==> config.mk <==
export PLATFORM = sky130hd
export DESIGN_NAME = i2c_master_memory_transfer_sequencer_flat
export DESIGN_NICKNAME = d
export VERILOG_FILES = /design/src/sv/i2cms_pkg.sv /design/src/sv/i2cms_if.sv /design/src/sv/i2cms_step.sv /design/src/sv/i2c_master_memory_transfer_sequencer.sv /design/src/flat_wrapper.sv
export SDC_FILE = /design/constraint.sdc
export NUM_CORES = 1
export LEC_CHECK = 0
export BUFFER_PORTS_ARGS = -buffer_cell sky130_fd_sc_hd__buf_4
export CORE_MARGIN = 1.5
export CORE_UTILIZATION = 50
export CTS_BUF_LIST = sky130_fd_sc_hd__clkbuf_8
export DETAILED_ROUTE_END_ITERATION = 10
export PLACE_DENSITY = 0.8
export REMOVE_ABC_BUFFERS = 1
export SLEW_MARGIN = 20
export SYNTH_ARGS = -nofsm -noshare
export SYNTH_HDL_FRONTEND = slang
export SYNTH_SLANG_ARGS = --single-unit
==> constraint.sdc <==
create_clock -name clk -period 4.4 [get_ports clk]
set_clock_uncertainty 0.1 [all_clocks]
set_input_delay 0.22 -clock clk [delete_from_list [all_inputs] [get_ports clk]]
set_output_delay 0.22 -clock clk [all_outputs]
set_load 0.1 [all_outputs]
==> src/sv/i2cms_pkg.sv <==
`default_nettype none
package i2cms_pkg;

  // Largest number of data bytes moved by one transfer
  localparam logic [7:0] MAX_TRANSFER = 8'd255;

  // Input actions
  localparam logic [1:0] ACT_WRITE  = 2'd0;
  localparam logic [1:0] ACT_READ   = 2'd1;
  localparam logic [1:0] ACT_STATUS = 2'd2;
  localparam logic [1:0] ACT_TICK   = 2'd3;

  // Operation status
  localparam logic [1:0] ST_OK   = 2'd0;
  localparam logic [1:0] ST_BUSY = 2'd1;
  localparam logic [1:0] ST_ERR  = 2'd2;

  // Acknowledge control
  localparam logic [1:0] ACK_KEEP  = 2'd0;
  localparam logic [1:0] ACK_SET   = 2'd1;
  localparam logic [1:0] ACK_CLEAR = 2'd2;

  // Controller status codes
  localparam logic [7:0] SC_START       = 8'h08;
  localparam logic [7:0] SC_RSTART      = 8'h10;
  localparam logic [7:0] SC_SLAW_ACK    = 8'h18;
  localparam logic [7:0] SC_SLAW_NACK   = 8'h20;
  localparam logic [7:0] SC_TXDATA_ACK  = 8'h28;
  localparam logic [7:0] SC_ARB_LOST    = 8'h38;
  localparam logic [7:0] SC_SLAR_ACK    = 8'h40;
  localparam logic [7:0] SC_RXDATA_ACK  = 8'h50;
  localparam logic [7:0] SC_RXDATA_NACK = 8'h58;

  localparam logic [7:0] DEV_WRITE_MASK = 8'hFE;

  // Configuration register indexes
  localparam logic CFG_TIMEOUT = 1'b0;
  localparam logic CFG_RETRY   = 1'b1;

  localparam logic [15:0] TIMEOUT_RESET = 16'd5000;
  localparam logic [9:0]  RETRY_RESET   = 10'd10;

  typedef enum logic [2:0] {
    PH_IDLE,
    PH_ADDR,
    PH_LOWER,
    PH_DATA,
    PH_RDADDR
  } phase_t;

  typedef struct packed {
    logic [1:0]  action;
    logic [7:0]  slave_address;
    logic [15:0] mem_address;
    logic        wide_address;
    logic [7:0]  byte_count;
    logic [7:0]  status_code;
    logic [7:0]  rx_data;
    logic [7:0]  tx_data;
  } item_t;

  typedef struct packed {
    logic       send_start;
    logic       send_stop;
    logic [1:0] ack_control;
    logic       clear_interrupt;
    logic       tx_valid;
    logic [7:0] tx_byte;
    logic       rx_valid;
    logic [7:0] rx_byte;
    logic [7:0] byte_index;
    logic [1:0] op_status;
    logic       done_res;
  } result_t;

  typedef struct packed {
    logic [15:0] timeout_ticks;
    logic [9:0]  retry_ticks;
  } cfg_t;

  typedef struct packed {
    phase_t      phase;
    logic        is_read;
    logic [1:0]  status;
    logic [7:0]  remaining;
    logic [7:0]  index;
    logic [7:0]  device;
    logic [15:0] address;
    logic        wide;
    logic [15:0] timeout_count;
    logic [9:0]  retry_count;
    logic        retry_running;
  } state_t;

endpackage
`default_nettype wire

==> src/sv/i2cms_if.sv <==
`default_nettype none
interface i2cms_in_if;
  logic        valid;
  logic        ready;
  logic [1:0]  action;
  logic [7:0]  slave_address;
  logic [15:0] mem_address;
  logic        wide_address;
  logic [7:0]  byte_count;
  logic [7:0]  status_code;
  logic [7:0]  rx_data;
  logic [7:0]  tx_data;

  modport source (
    output valid, action, slave_address, mem_address, wide_address, byte_count,
           status_code, rx_data, tx_data,
    input  ready
  );
  modport sink (
    input  valid, action, slave_address, mem_address, wide_address, byte_count,
           status_code, rx_data, tx_data,
    output ready
  );
endinterface

interface i2cms_out_if;
  logic       valid;
  logic       ready;
  logic       send_start;
  logic       send_stop;
  logic [1:0] ack_control;
  logic       clear_interrupt;
  logic       tx_valid;
  logic [7:0] tx_byte;
  logic       rx_valid;
  logic [7:0] rx_byte;
  logic [7:0] byte_index;
  logic [1:0] op_status;
  logic       done_res;

  modport source (
    output valid, send_start, send_stop, ack_control, clear_interrupt, tx_valid,
           tx_byte, rx_valid, rx_byte, byte_index, op_status, done_res,
    input  ready
  );
  modport sink (
    input  valid, send_start, send_stop, ack_control, clear_interrupt, tx_valid,
           tx_byte, rx_valid, rx_byte, byte_index, op_status, done_res,
    output ready
  );
endinterface
`default_nettype wire

==> src/sv/i2cms_step.sv <==
`default_nettype none
// Next state and actions for one item, purely combinational.
module i2cms_step #(
  parameter logic [7:0] MAX_TRANSFER = i2cms_pkg::MAX_TRANSFER
) (
  input  var i2cms_pkg::state_t  st,
  input  var i2cms_pkg::item_t   item,
  input  var i2cms_pkg::cfg_t    cfg,
  output i2cms_pkg::state_t      st_nxt,
  output i2cms_pkg::result_t     res
);

  logic        busy;
  logic        reject;
  logic [7:0]  cnt;
  logic [7:0]  rem_dec;
  logic [7:0]  idx_inc;
  logic [15:0] tmo_inc;
  logic        end_req;
  logic [1:0]  end_status;

  assign busy    = (st.status == i2cms_pkg::ST_BUSY);
  assign rem_dec = st.remaining - 8'd1;
  assign idx_inc = st.index + 8'd1;
  assign tmo_inc = (st.timeout_count != 16'hFFFF) ? st.timeout_count + 16'd1
                                                   : st.timeout_count;
  assign cnt = (item.byte_count > MAX_TRANSFER) ? MAX_TRANSFER : item.byte_count;

  always_comb begin
    st_nxt     = st;
    res        = '0;
    reject     = 1'b0;
    end_req    = 1'b0;
    end_status = i2cms_pkg::ST_OK;

    unique case (item.action)
      i2cms_pkg::ACT_WRITE, i2cms_pkg::ACT_READ: begin
        if (!busy) begin
          if (item.byte_count == 8'd0) begin
            reject = 1'b1;
          end else begin
            st_nxt.is_read       = (item.action == i2cms_pkg::ACT_READ);
            st_nxt.device        = item.slave_address;
            st_nxt.address       = item.mem_address;
            st_nxt.wide          = item.wide_address;
            st_nxt.remaining     = cnt;
            st_nxt.index         = '0;
            st_nxt.timeout_count = '0;
            st_nxt.retry_count   = '0;
            st_nxt.retry_running = 1'b0;
            st_nxt.phase         = i2cms_pkg::PH_ADDR;
            st_nxt.status        = i2cms_pkg::ST_BUSY;
            res.send_start       = 1'b1;
            res.ack_control      = i2cms_pkg::ACK_CLEAR;
            res.clear_interrupt  = 1'b1;
          end
        end
      end
      i2cms_pkg::ACT_STATUS: begin
        if (busy) begin
          priority case (item.status_code)
            i2cms_pkg::SC_START, i2cms_pkg::SC_RSTART: begin
              if (st.is_read && st.phase != i2cms_pkg::PH_ADDR) begin
                res.tx_byte = st.device | 8'h01;
              end else begin
                res.tx_byte = st.device & i2cms_pkg::DEV_WRITE_MASK;
                if (item.status_code == i2cms_pkg::SC_START) begin
                  st_nxt.retry_running = 1'b1;
                  st_nxt.retry_count   = '0;
                end
              end
              res.tx_valid        = 1'b1;
              res.ack_control     = i2cms_pkg::ACK_SET;
              res.clear_interrupt = 1'b1;
            end
            i2cms_pkg::SC_SLAW_ACK: begin
              st_nxt.retry_running = 1'b0;
              if (st.wide) begin
                res.tx_byte  = st.address[15:8];
                st_nxt.phase = i2cms_pkg::PH_LOWER;
              end else begin
                res.tx_byte  = st.address[7:0];
                st_nxt.phase = i2cms_pkg::PH_DATA;
              end
              res.tx_valid        = 1'b1;
              res.ack_control     = i2cms_pkg::ACK_SET;
              res.clear_interrupt = 1'b1;
            end
            i2cms_pkg::SC_SLAW_NACK: begin
              if (!st.retry_running || st.retry_count >= cfg.retry_ticks) begin
                end_req    = 1'b1;
                end_status = i2cms_pkg::ST_ERR;
              end else begin
                res.send_start      = 1'b1;
                res.ack_control     = i2cms_pkg::ACK_SET;
                res.clear_interrupt = 1'b1;
              end
            end
            i2cms_pkg::SC_TXDATA_ACK: begin
              if (st.phase == i2cms_pkg::PH_LOWER) begin
                res.tx_byte         = st.address[7:0];
                res.tx_valid        = 1'b1;
                st_nxt.phase        = i2cms_pkg::PH_DATA;
                res.ack_control     = i2cms_pkg::ACK_SET;
                res.clear_interrupt = 1'b1;
              end else if (st.phase == i2cms_pkg::PH_DATA) begin
                if (st.is_read) begin
                  // dummy write done: repeated start for the read address
                  res.send_start      = 1'b1;
                  res.clear_interrupt = 1'b1;
                  st_nxt.phase        = i2cms_pkg::PH_RDADDR;
                end else if (st.remaining != 8'd0) begin
                  res.tx_valid        = 1'b1;
                  res.tx_byte         = item.tx_data;
                  res.byte_index      = st.index;
                  st_nxt.remaining    = rem_dec;
                  st_nxt.index        = idx_inc;
                  res.ack_control     = i2cms_pkg::ACK_SET;
                  res.clear_interrupt = 1'b1;
                end else begin
                  end_req = 1'b1;
                end
              end
            end
            i2cms_pkg::SC_ARB_LOST: begin
              res.send_start      = 1'b1;
              res.ack_control     = i2cms_pkg::ACK_SET;
              res.clear_interrupt = 1'b1;
            end
            i2cms_pkg::SC_SLAR_ACK: begin
              // a single byte read is NACKed straight away
              res.ack_control     = (st.remaining <= 8'd1) ? i2cms_pkg::ACK_CLEAR
                                                           : i2cms_pkg::ACK_SET;
              res.clear_interrupt = 1'b1;
            end
            i2cms_pkg::SC_RXDATA_ACK: begin
              if (st.remaining == 8'd0) begin
                end_req = 1'b1;
              end else begin
                res.rx_valid     = 1'b1;
                res.rx_byte      = item.rx_data;
                res.byte_index   = st.index;
                st_nxt.remaining = rem_dec;
                st_nxt.index     = idx_inc;
                if (rem_dec == 8'd1) begin
                  res.ack_control     = i2cms_pkg::ACK_CLEAR;
                  res.clear_interrupt = 1'b1;
                end else if (rem_dec == 8'd0) begin
                  end_req = 1'b1;
                end else begin
                  res.ack_control     = i2cms_pkg::ACK_SET;
                  res.clear_interrupt = 1'b1;
                end
              end
            end
            i2cms_pkg::SC_RXDATA_NACK: begin
              if (st.remaining != 8'd0) begin
                res.rx_valid     = 1'b1;
                res.rx_byte      = item.rx_data;
                res.byte_index   = st.index;
                st_nxt.remaining = rem_dec;
                st_nxt.index     = idx_inc;
              end
              end_req = 1'b1;
            end
            default: begin
              end_req    = 1'b1;
              end_status = i2cms_pkg::ST_ERR;
            end
          endcase
        end
      end
      i2cms_pkg::ACT_TICK: begin
        if (busy) begin
          st_nxt.timeout_count = tmo_inc;
          if (st.retry_running && st.retry_count != 10'h3FF) begin
            st_nxt.retry_count = st.retry_count + 10'd1;
          end
          if (tmo_inc >= cfg.timeout_ticks) begin
            end_req    = 1'b1;
            end_status = i2cms_pkg::ST_ERR;
          end
        end
      end
      default: begin
      end
    endcase

    if (end_req) begin
      res.send_stop        = 1'b1;
      res.clear_interrupt  = 1'b1;
      res.done_res         = 1'b1;
      st_nxt.status        = end_status;
      st_nxt.phase         = i2cms_pkg::PH_IDLE;
      st_nxt.retry_running = 1'b0;
    end

    if (reject) begin
      res.done_res  = 1'b1;
      res.op_status = i2cms_pkg::ST_ERR;
    end else begin
      res.op_status = st_nxt.status;
    end
  end

endmodule
`default_nettype wire

==> src/sv/i2c_master_memory_transfer_sequencer.sv <==
// I2C master memory transfer sequencer. Drives a byte-level I2C controller
// through a memory write or a random read (dummy write of the memory address,
// repeated START, then reads with the last byte NACKed). Each item on in_ch is
// a start request, a controller status event or a time tick, and produces
// exactly one result on out_ch carrying the control actions for the controller.
// Throughput is one item per clock unless out_ch stalls; the sequencer state
// is updated as an item moves from the input register to the result register.
// in_ch.ready only drops while a result waits on a stalled out_ch with a
// further item already held. Configuration (timeout, retry window) is written
// through cfg_we / cfg_index / cfg_wdata by the user only while the block is
// idle; the block does not enforce this. There is no clearing pass after reset.
`default_nettype none
module i2c_master_memory_transfer_sequencer #(
  parameter logic [7:0] MAX_TRANSFER = i2cms_pkg::MAX_TRANSFER
) (
  input  wire                 clk,
  input  wire                 rst_n,
  i2cms_in_if.sink            in_ch,
  i2cms_out_if.source         out_ch,
  input  wire                 cfg_we,
  input  wire                 cfg_index,
  input  wire  [15:0]         cfg_wdata
);

  // input register
  i2cms_pkg::item_t   in_r;
  logic               in_valid_r;

  // result register
  i2cms_pkg::result_t out_r;
  logic               out_valid_r;

  // sequencer state and configuration
  i2cms_pkg::state_t  state_r;
  i2cms_pkg::state_t  state_nxt;
  i2cms_pkg::cfg_t    cfg_r;
  i2cms_pkg::result_t res_nxt;

  i2cms_pkg::item_t   in_item;

  logic advance;

  // an item moves on when the result register is free or being emptied
  assign advance     = in_valid_r && (!out_valid_r || out_ch.ready);
  assign in_ch.ready = !in_valid_r || advance;

  assign in_item.action        = in_ch.action;
  assign in_item.slave_address = in_ch.slave_address;
  assign in_item.mem_address   = in_ch.mem_address;
  assign in_item.wide_address  = in_ch.wide_address;
  assign in_item.byte_count    = in_ch.byte_count;
  assign in_item.status_code   = in_ch.status_code;
  assign in_item.rx_data       = in_ch.rx_data;
  assign in_item.tx_data       = in_ch.tx_data;

  i2cms_step #(
    .MAX_TRANSFER (MAX_TRANSFER)
  ) u_step (
    .st     (state_r),
    .item   (in_r),
    .cfg    (cfg_r),
    .st_nxt (state_nxt),
    .res    (res_nxt)
  );

  // input side
  always_ff @(posedge clk) begin
    if (!rst_n) begin
      in_valid_r <= 1'b0;
    end else if (in_ch.ready) begin
      in_valid_r <= in_ch.valid;
    end
    if (in_ch.valid && in_ch.ready) begin
      in_r <= in_item;
    end
  end

  // state update happens exactly once per item, as it moves to the result
  always_ff @(posedge clk) begin
    if (!rst_n) begin
      state_r.phase         <= i2cms_pkg::PH_IDLE;
      state_r.is_read       <= 1'b0;
      state_r.status        <= i2cms_pkg::ST_OK;
      state_r.remaining     <= '0;
      state_r.index         <= '0;
      state_r.device        <= '0;
      state_r.address       <= '0;
      state_r.wide          <= 1'b0;
      state_r.timeout_count <= '0;
      state_r.retry_count   <= '0;
      state_r.retry_running <= 1'b0;
    end else if (advance) begin
      state_r <= state_nxt;
    end
  end

  // result side
  always_ff @(posedge clk) begin
    if (!rst_n) begin
      out_valid_r <= 1'b0;
    end else if (advance) begin
      out_valid_r <= 1'b1;
    end else if (out_ch.ready) begin
      out_valid_r <= 1'b0;
    end
    if (advance) begin
      out_r <= res_nxt;
    end
  end

  // configuration registers
  always_ff @(posedge clk) begin
    if (!rst_n) begin
      cfg_r.timeout_ticks <= i2cms_pkg::TIMEOUT_RESET;
      cfg_r.retry_ticks   <= i2cms_pkg::RETRY_RESET;
    end else if (cfg_we) begin
      unique case (cfg_index)
        i2cms_pkg::CFG_TIMEOUT: cfg_r.timeout_ticks <= cfg_wdata;
        i2cms_pkg::CFG_RETRY:   cfg_r.retry_ticks   <= cfg_wdata[9:0];
        default: begin
        end
      endcase
    end
  end

  assign out_ch.valid           = out_valid_r;
  assign out_ch.send_start      = out_r.send_start;
  assign out_ch.send_stop       = out_r.send_stop;
  assign out_ch.ack_control     = out_r.ack_control;
  assign out_ch.clear_interrupt = out_r.clear_interrupt;
  assign out_ch.tx_valid        = out_r.tx_valid;
  assign out_ch.tx_byte         = out_r.tx_byte;
  assign out_ch.rx_valid        = out_r.rx_valid;
  assign out_ch.rx_byte         = out_r.rx_byte;
  assign out_ch.byte_index      = out_r.byte_index;
  assign out_ch.op_status       = out_r.op_status;
  assign out_ch.done_res        = out_r.done_res;

  // a transfer is busy exactly while the sequencer is out of idle
  a_busy_phase : assert property (@(posedge clk) disable iff (!rst_n)
    (state_r.status == i2cms_pkg::ST_BUSY) == (state_r.phase != i2cms_pkg::PH_IDLE))
    else $error("busy status and phase disagree");

  // a finished transfer never reports busy
  a_done_status : assert property (@(posedge clk) disable iff (!rst_n)
    (out_valid_r && out_r.done_res) |-> (out_r.op_status != i2cms_pkg::ST_BUSY))
    else $error("done result reports busy");

  // every item that leaves the input register lands in the result register
  a_advance_lands : assert property (@(posedge clk) disable iff (!rst_n)
    advance |=> out_valid_r)
    else $error("item lost between input and result register");

endmodule
`default_nettype wire
==> src/flat_wrapper.sv <==
// flat-port wrapper written by rule: the top's interface ports become plain ports
module i2c_master_memory_transfer_sequencer_flat 
#(
  parameter logic [7:0] MAX_TRANSFER = i2cms_pkg::MAX_TRANSFER
)
  (clk, rst_n, cfg_we, cfg_index, cfg_wdata, in_ch_valid, in_ch_action, in_ch_slave_address, in_ch_mem_address, in_ch_wide_address, in_ch_byte_count, in_ch_status_code, in_ch_rx_data, in_ch_tx_data, in_ch_ready, out_ch_valid, out_ch_send_start, out_ch_send_stop, out_ch_ack_control, out_ch_clear_interrupt, out_ch_tx_valid, out_ch_tx_byte, out_ch_rx_valid, out_ch_rx_byte, out_ch_byte_index, out_ch_op_status, out_ch_done_res, out_ch_ready);
  i2cms_in_if in_ch_i ();
  i2cms_out_if out_ch_i ();
  input  wire clk;
  input  wire rst_n;
  input  wire cfg_we;
  input  wire cfg_index;
  input  wire  [15:0] cfg_wdata;
  input wire logic [$bits(in_ch_i.valid)-1:0] in_ch_valid;
  input wire logic [$bits(in_ch_i.action)-1:0] in_ch_action;
  input wire logic [$bits(in_ch_i.slave_address)-1:0] in_ch_slave_address;
  input wire logic [$bits(in_ch_i.mem_address)-1:0] in_ch_mem_address;
  input wire logic [$bits(in_ch_i.wide_address)-1:0] in_ch_wide_address;
  input wire logic [$bits(in_ch_i.byte_count)-1:0] in_ch_byte_count;
  input wire logic [$bits(in_ch_i.status_code)-1:0] in_ch_status_code;
  input wire logic [$bits(in_ch_i.rx_data)-1:0] in_ch_rx_data;
  input wire logic [$bits(in_ch_i.tx_data)-1:0] in_ch_tx_data;
  output wire logic [$bits(in_ch_i.ready)-1:0] in_ch_ready;
  output wire logic [$bits(out_ch_i.valid)-1:0] out_ch_valid;
  output wire logic [$bits(out_ch_i.send_start)-1:0] out_ch_send_start;
  output wire logic [$bits(out_ch_i.send_stop)-1:0] out_ch_send_stop;
  output wire logic [$bits(out_ch_i.ack_control)-1:0] out_ch_ack_control;
  output wire logic [$bits(out_ch_i.clear_interrupt)-1:0] out_ch_clear_interrupt;
  output wire logic [$bits(out_ch_i.tx_valid)-1:0] out_ch_tx_valid;
  output wire logic [$bits(out_ch_i.tx_byte)-1:0] out_ch_tx_byte;
  output wire logic [$bits(out_ch_i.rx_valid)-1:0] out_ch_rx_valid;
  output wire logic [$bits(out_ch_i.rx_byte)-1:0] out_ch_rx_byte;
  output wire logic [$bits(out_ch_i.byte_index)-1:0] out_ch_byte_index;
  output wire logic [$bits(out_ch_i.op_status)-1:0] out_ch_op_status;
  output wire logic [$bits(out_ch_i.done_res)-1:0] out_ch_done_res;
  input wire logic [$bits(out_ch_i.ready)-1:0] out_ch_ready;
  assign in_ch_i.valid = in_ch_valid;
  assign in_ch_i.action = in_ch_action;
  assign in_ch_i.slave_address = in_ch_slave_address;
  assign in_ch_i.mem_address = in_ch_mem_address;
  assign in_ch_i.wide_address = in_ch_wide_address;
  assign in_ch_i.byte_count = in_ch_byte_count;
  assign in_ch_i.status_code = in_ch_status_code;
  assign in_ch_i.rx_data = in_ch_rx_data;
  assign in_ch_i.tx_data = in_ch_tx_data;
  assign in_ch_ready = in_ch_i.ready;
  assign out_ch_valid = out_ch_i.valid;
  assign out_ch_send_start = out_ch_i.send_start;
  assign out_ch_send_stop = out_ch_i.send_stop;
  assign out_ch_ack_control = out_ch_i.ack_control;
  assign out_ch_clear_interrupt = out_ch_i.clear_interrupt;
  assign out_ch_tx_valid = out_ch_i.tx_valid;
  assign out_ch_tx_byte = out_ch_i.tx_byte;
  assign out_ch_rx_valid = out_ch_i.rx_valid;
  assign out_ch_rx_byte = out_ch_i.rx_byte;
  assign out_ch_byte_index = out_ch_i.byte_index;
  assign out_ch_op_status = out_ch_i.op_status;
  assign out_ch_done_res = out_ch_i.done_res;
  assign out_ch_i.ready = out_ch_ready;
  i2c_master_memory_transfer_sequencer #(.MAX_TRANSFER(MAX_TRANSFER)) u_core (.clk(clk), .rst_n(rst_n), .in_ch(in_ch_i), .out_ch(out_ch_i), .cfg_we(cfg_we), .cfg_index(cfg_index), .cfg_wdata(cfg_wdata));
endmodule
==> results.md <==
* Status: finished clean
* Antenna violations before repair at 0
* PwrDens at around 320 nW/um2
* Dpl hpwl at ~14,000 um
* Synth Warn # at 0
* Reg2Reg Setup Slack at 0.28 ns
* Critical path data arrival time at approximately 4.2 ns
* Reg2Reg Depth at 17
* Worst reg2reg startpoint: u_core.state_r[11]
* Rows at between 40 and 50
* Critical path required time at between 4 and 5 ns
* Fin. Hold Viols at 0
* Share of cells above drive strength 1 at between 15 and 20%
* Class of the worst hold path: primary input to flop
* Critical Path Source Type: flop
* Mean Syn Cell Area at 9.780 um2
* Longest Clk Path Bufs at 2
* Gr ovfl total at 0
* Die Y at approximately 140 um
* Top cell type's share of synthesized area at between 30 and 40%
* Fillers at 1,369
* Seq cells post-synth at about 190
* Worst hold stages at 5
* Slew Viols, Final at 0
* First-pass GRT wire length at around 35,000 um
* Clock Latency Late Sink at 0.48 ns
* Die Area at around 19,000 um2
* WS Path Type: flop to flop
* Mapped Area at approximately 9100 um2
* Ant diodes at 0
* DR WL/cell at 16.19 um
* Peak fanout along the critical path at 6
* Setup TNS Final at 0 ns
* Initial Utilization at between 50% and 60%
* Fmax at around 240 MHz
* Vias post-DR at 7,527
* Ys flop type: dfxtp_1
* DRT Pass-1 Iters at 5
* P&R area growth vs syn at 25.31%
* Tcrit/Tclk final at roughly 94%
* Root buf cell: clkbuf_8
* Via/cell ratio at approximately 5.6
* GR Util met1 at roughly 31%
* CTS tree: built
* Routed Antenna Nets at 0
* Worst hold start: cfg_index
* CP endpoint kind: flop
* Pleak at 4.290 nW
* Placed Instances at 1,240
* Clk slew on worst S/H paths at 0.11 ns
* Largest net degree at the start of global routing at 91
* H-tree Lvls at 4
* GR Util met3 at under 10%
* Die X-Extent at around 140 um
* EDFF count, synth at 92
* Max-Slew Margin vs Limit at 33.16%
* Total Routing Usage GR at around a quarter
* Final setup viols at 0
* Netlist cell types at 65
* Ys async rst share at 0%
* RSZ-0062 raised after global routing: false
* Iter 0 DRT Violations at 563
* Final Util at between 60 and 70%
* Vias in the first global route at a little over 7k
* Final non-filler cell total at about 1.3k
* Final WL at around 22,000 um
* Clock sinks at a little under 200
* Hold Path Sink: u_core.cfg_r[21]
* Num CTS Buffers at 17
* Max-capacitance violation count at 0
* Layer with the highest usage: met2
* Post-layout net count at approximately 1.2k
* Post-CTS setup buffers at 0
* Gate Count Post-Synth at 927
* Io pins at 117
* Drt drc at 0
* Synth area leaders: edfxtp_1 30%, dfxtp_1 22%, nand2_1 6.7%
* Core area at ~18,000 um2
* VDD IR max at 0.0002405 V
* Met2 Track Usage GR at 39.03%
* Yosys top cell by area: edfxtp_1
* GPL Wtd Cong at 0.9005
* Seq/Total Area, Yosys at roughly 53%
* IO buf count at 115
* Worst R2R End: u_core.out_ch.clear_interrupt
* Worst-Margin Slew at between 1 and 1.5 ns
* Period minus WS final at between 4 and 5 ns
-- layout make-up --
cell class,instances,area (um2),area share (%)
Inverter,43,161.4,1.421
Tap cell,229,286.5,2.522
Clock buffer,17,234.0,2.059
Timing Repair Buffer,202,1709,15.04
Clock inverter,15,197.7,1.740
Multi-Input combinational cell,650,3988,35.10
Sequential cell,193,4785,42.11
-- per-stage QoR --
| stage | setup slack (ns) | total power, mW | hold WS, ns | area, um2 |
|---|---|---|---|---|
| final | 0.2838 | 3.628 | 0.1561 | 11360 |
| after global routing | 0.003997 | 3.759 | 0.1830 | 11360 |
| after CTS | 0.2731 | 3.643 | 0.1260 | 11330 |
| after detailed placement | 0.3161 | 2.412 | 0.2992 | 10130 |
| after global placement | 0.3470 | 2.407 | 0.2986 | 10130 |
| after floorplan | 0.4543 | 2.266 | 0.2089 | 8906 |
-- per-layer routing --
metal  part of all wire [%]  vias up
li1                       -     3692
met1                     44     3544
met2                     49      260
met3                    5.4       31
met4                    1.8        0
met5                      0        -
-- logic make-up (layout without fill, tap and decap cells) --
kind of cell | Yosys count | in the layout | synth area share (%)
AND/OR/NAND/NOR | 363 | 363 | 19.24
AO/OA/AOI/OAI | 230 | 230 | 17.46
flip-flops | 193 | 193 | 52.77
buffers and inverters | 84 | 277 | 3.547
adder cells (fa/ha/maj) | 33 | 33 | 4.554
XOR/XNOR | 19 | 19 | 1.835
multiplexers | 5 | 5 | 0.5934
-- layout by cell type (no fill, tap or decap), types with 13 or more instances in the layout --
master and count:
nor3_1 19, a21boi_0 47, buf_4 125, clkbuf_8 17
o21ai_0 35, a31oi_1 19, dfxtp_1 101, dlygate4sd3_1 77
edfxtp_1 92, nor2_1 48, inv_1 43, ha_1 33
o211ai_1 15, nand3_1 27, and2_1 30, nand2_1 162
nor2b_1 14, a22oi_1 13, a21oi_1 33
-- cells in the mapped netlist (3+ instances only) --
cell,number
or3_1,12
and3_1,5
xor2_1,11
a21o_1,6
a211oi_1,7
xnor2_1,8
nand2_1,162
o211ai_1,15
o21a_1,12
a31oi_1,19
a22oi_1,13
a21boi_0,47
a211o_1,5
a21oi_1,33
o32ai_1,3
clkbuf_1,34
nand3_1,27
a22o_1,7
o41ai_1,4
nor4_1,5
nand2b_1,9
edfxtp_1,92
and2_1,31
inv_1,43
mux2_2,3
dfxtp_1,101
nand4_1,12
o21ai_0,35
buf_2,5
ha_1,33
nor2b_1,14
nor3_1,19
a41oi_1,4
nor2_1,48
-- worst max-delay path, stage by stage (launching register included) --
cell	delay, ns
dfxtp_1	0.45
ha_1	0.24
and3_1	0.20
nand4_1	0.22
nor4_4	0.29
buf_4	0.18
nand2b_1	0.19
buf_4	0.15
nor2_1	0.04
xor2_1	0.16
ha_1	0.21
a21oi_1	0.16
nor2_1	0.07
a211oi_2	0.28
a211oi_2	0.14
o21ai_0	0.25
nor2_1	0.13
or3_1	0.40
-- sequential cells by signal, indices dropped and copies added, names as in the netlist, 2 cells and up --
register	cells
u_core.state_r	73
u_core.out_ch.byte_index	8
u_core.in_r	58
u_core.out_ch.rx_byte	8
u_core.out_ch.tx_byte	8
u_core.out_ch.op_status	2
u_core.cfg_r	26
u_core.out_ch.ack_control	2
-- worst max-delay path by stage --
stage / start / endpoint
after floorplan: u_core.state_r[11] / u_core.out_ch.clear_interrupt
after global placement: u_core.state_r[11] / u_core.out_ch.clear_interrupt
after detailed placement: u_core.state_r[11] / u_core.out_ch.clear_interrupt
after CTS: u_core.state_r[11] / u_core.out_ch.clear_interrupt
after global routing: u_core.state_r[11] / u_core.out_ch.clear_interrupt
final: u_core.state_r[11] / u_core.out_ch.clear_interrupt
-- where the power goes --
| group | switching, mW | leakage, nW | internal [mW] |
|---|---|---|---|
| registers | 0.0434 | 1.71 | 1.95 |
| clock network | 0.743 | 0.210 | 0.448 |
| logic | 0.266 | 2.37 | 0.174 |
| total | 1.05 | 4.29 | 2.58 |
-- timing repair --
action,4_1_cts,5_1_grt
endpoints found under the hold margin,86,0
hold buffers,77,0
resized for setup,0,4
endpoints found under the setup margin,0,6
Power figures use the tool's default switching activity.
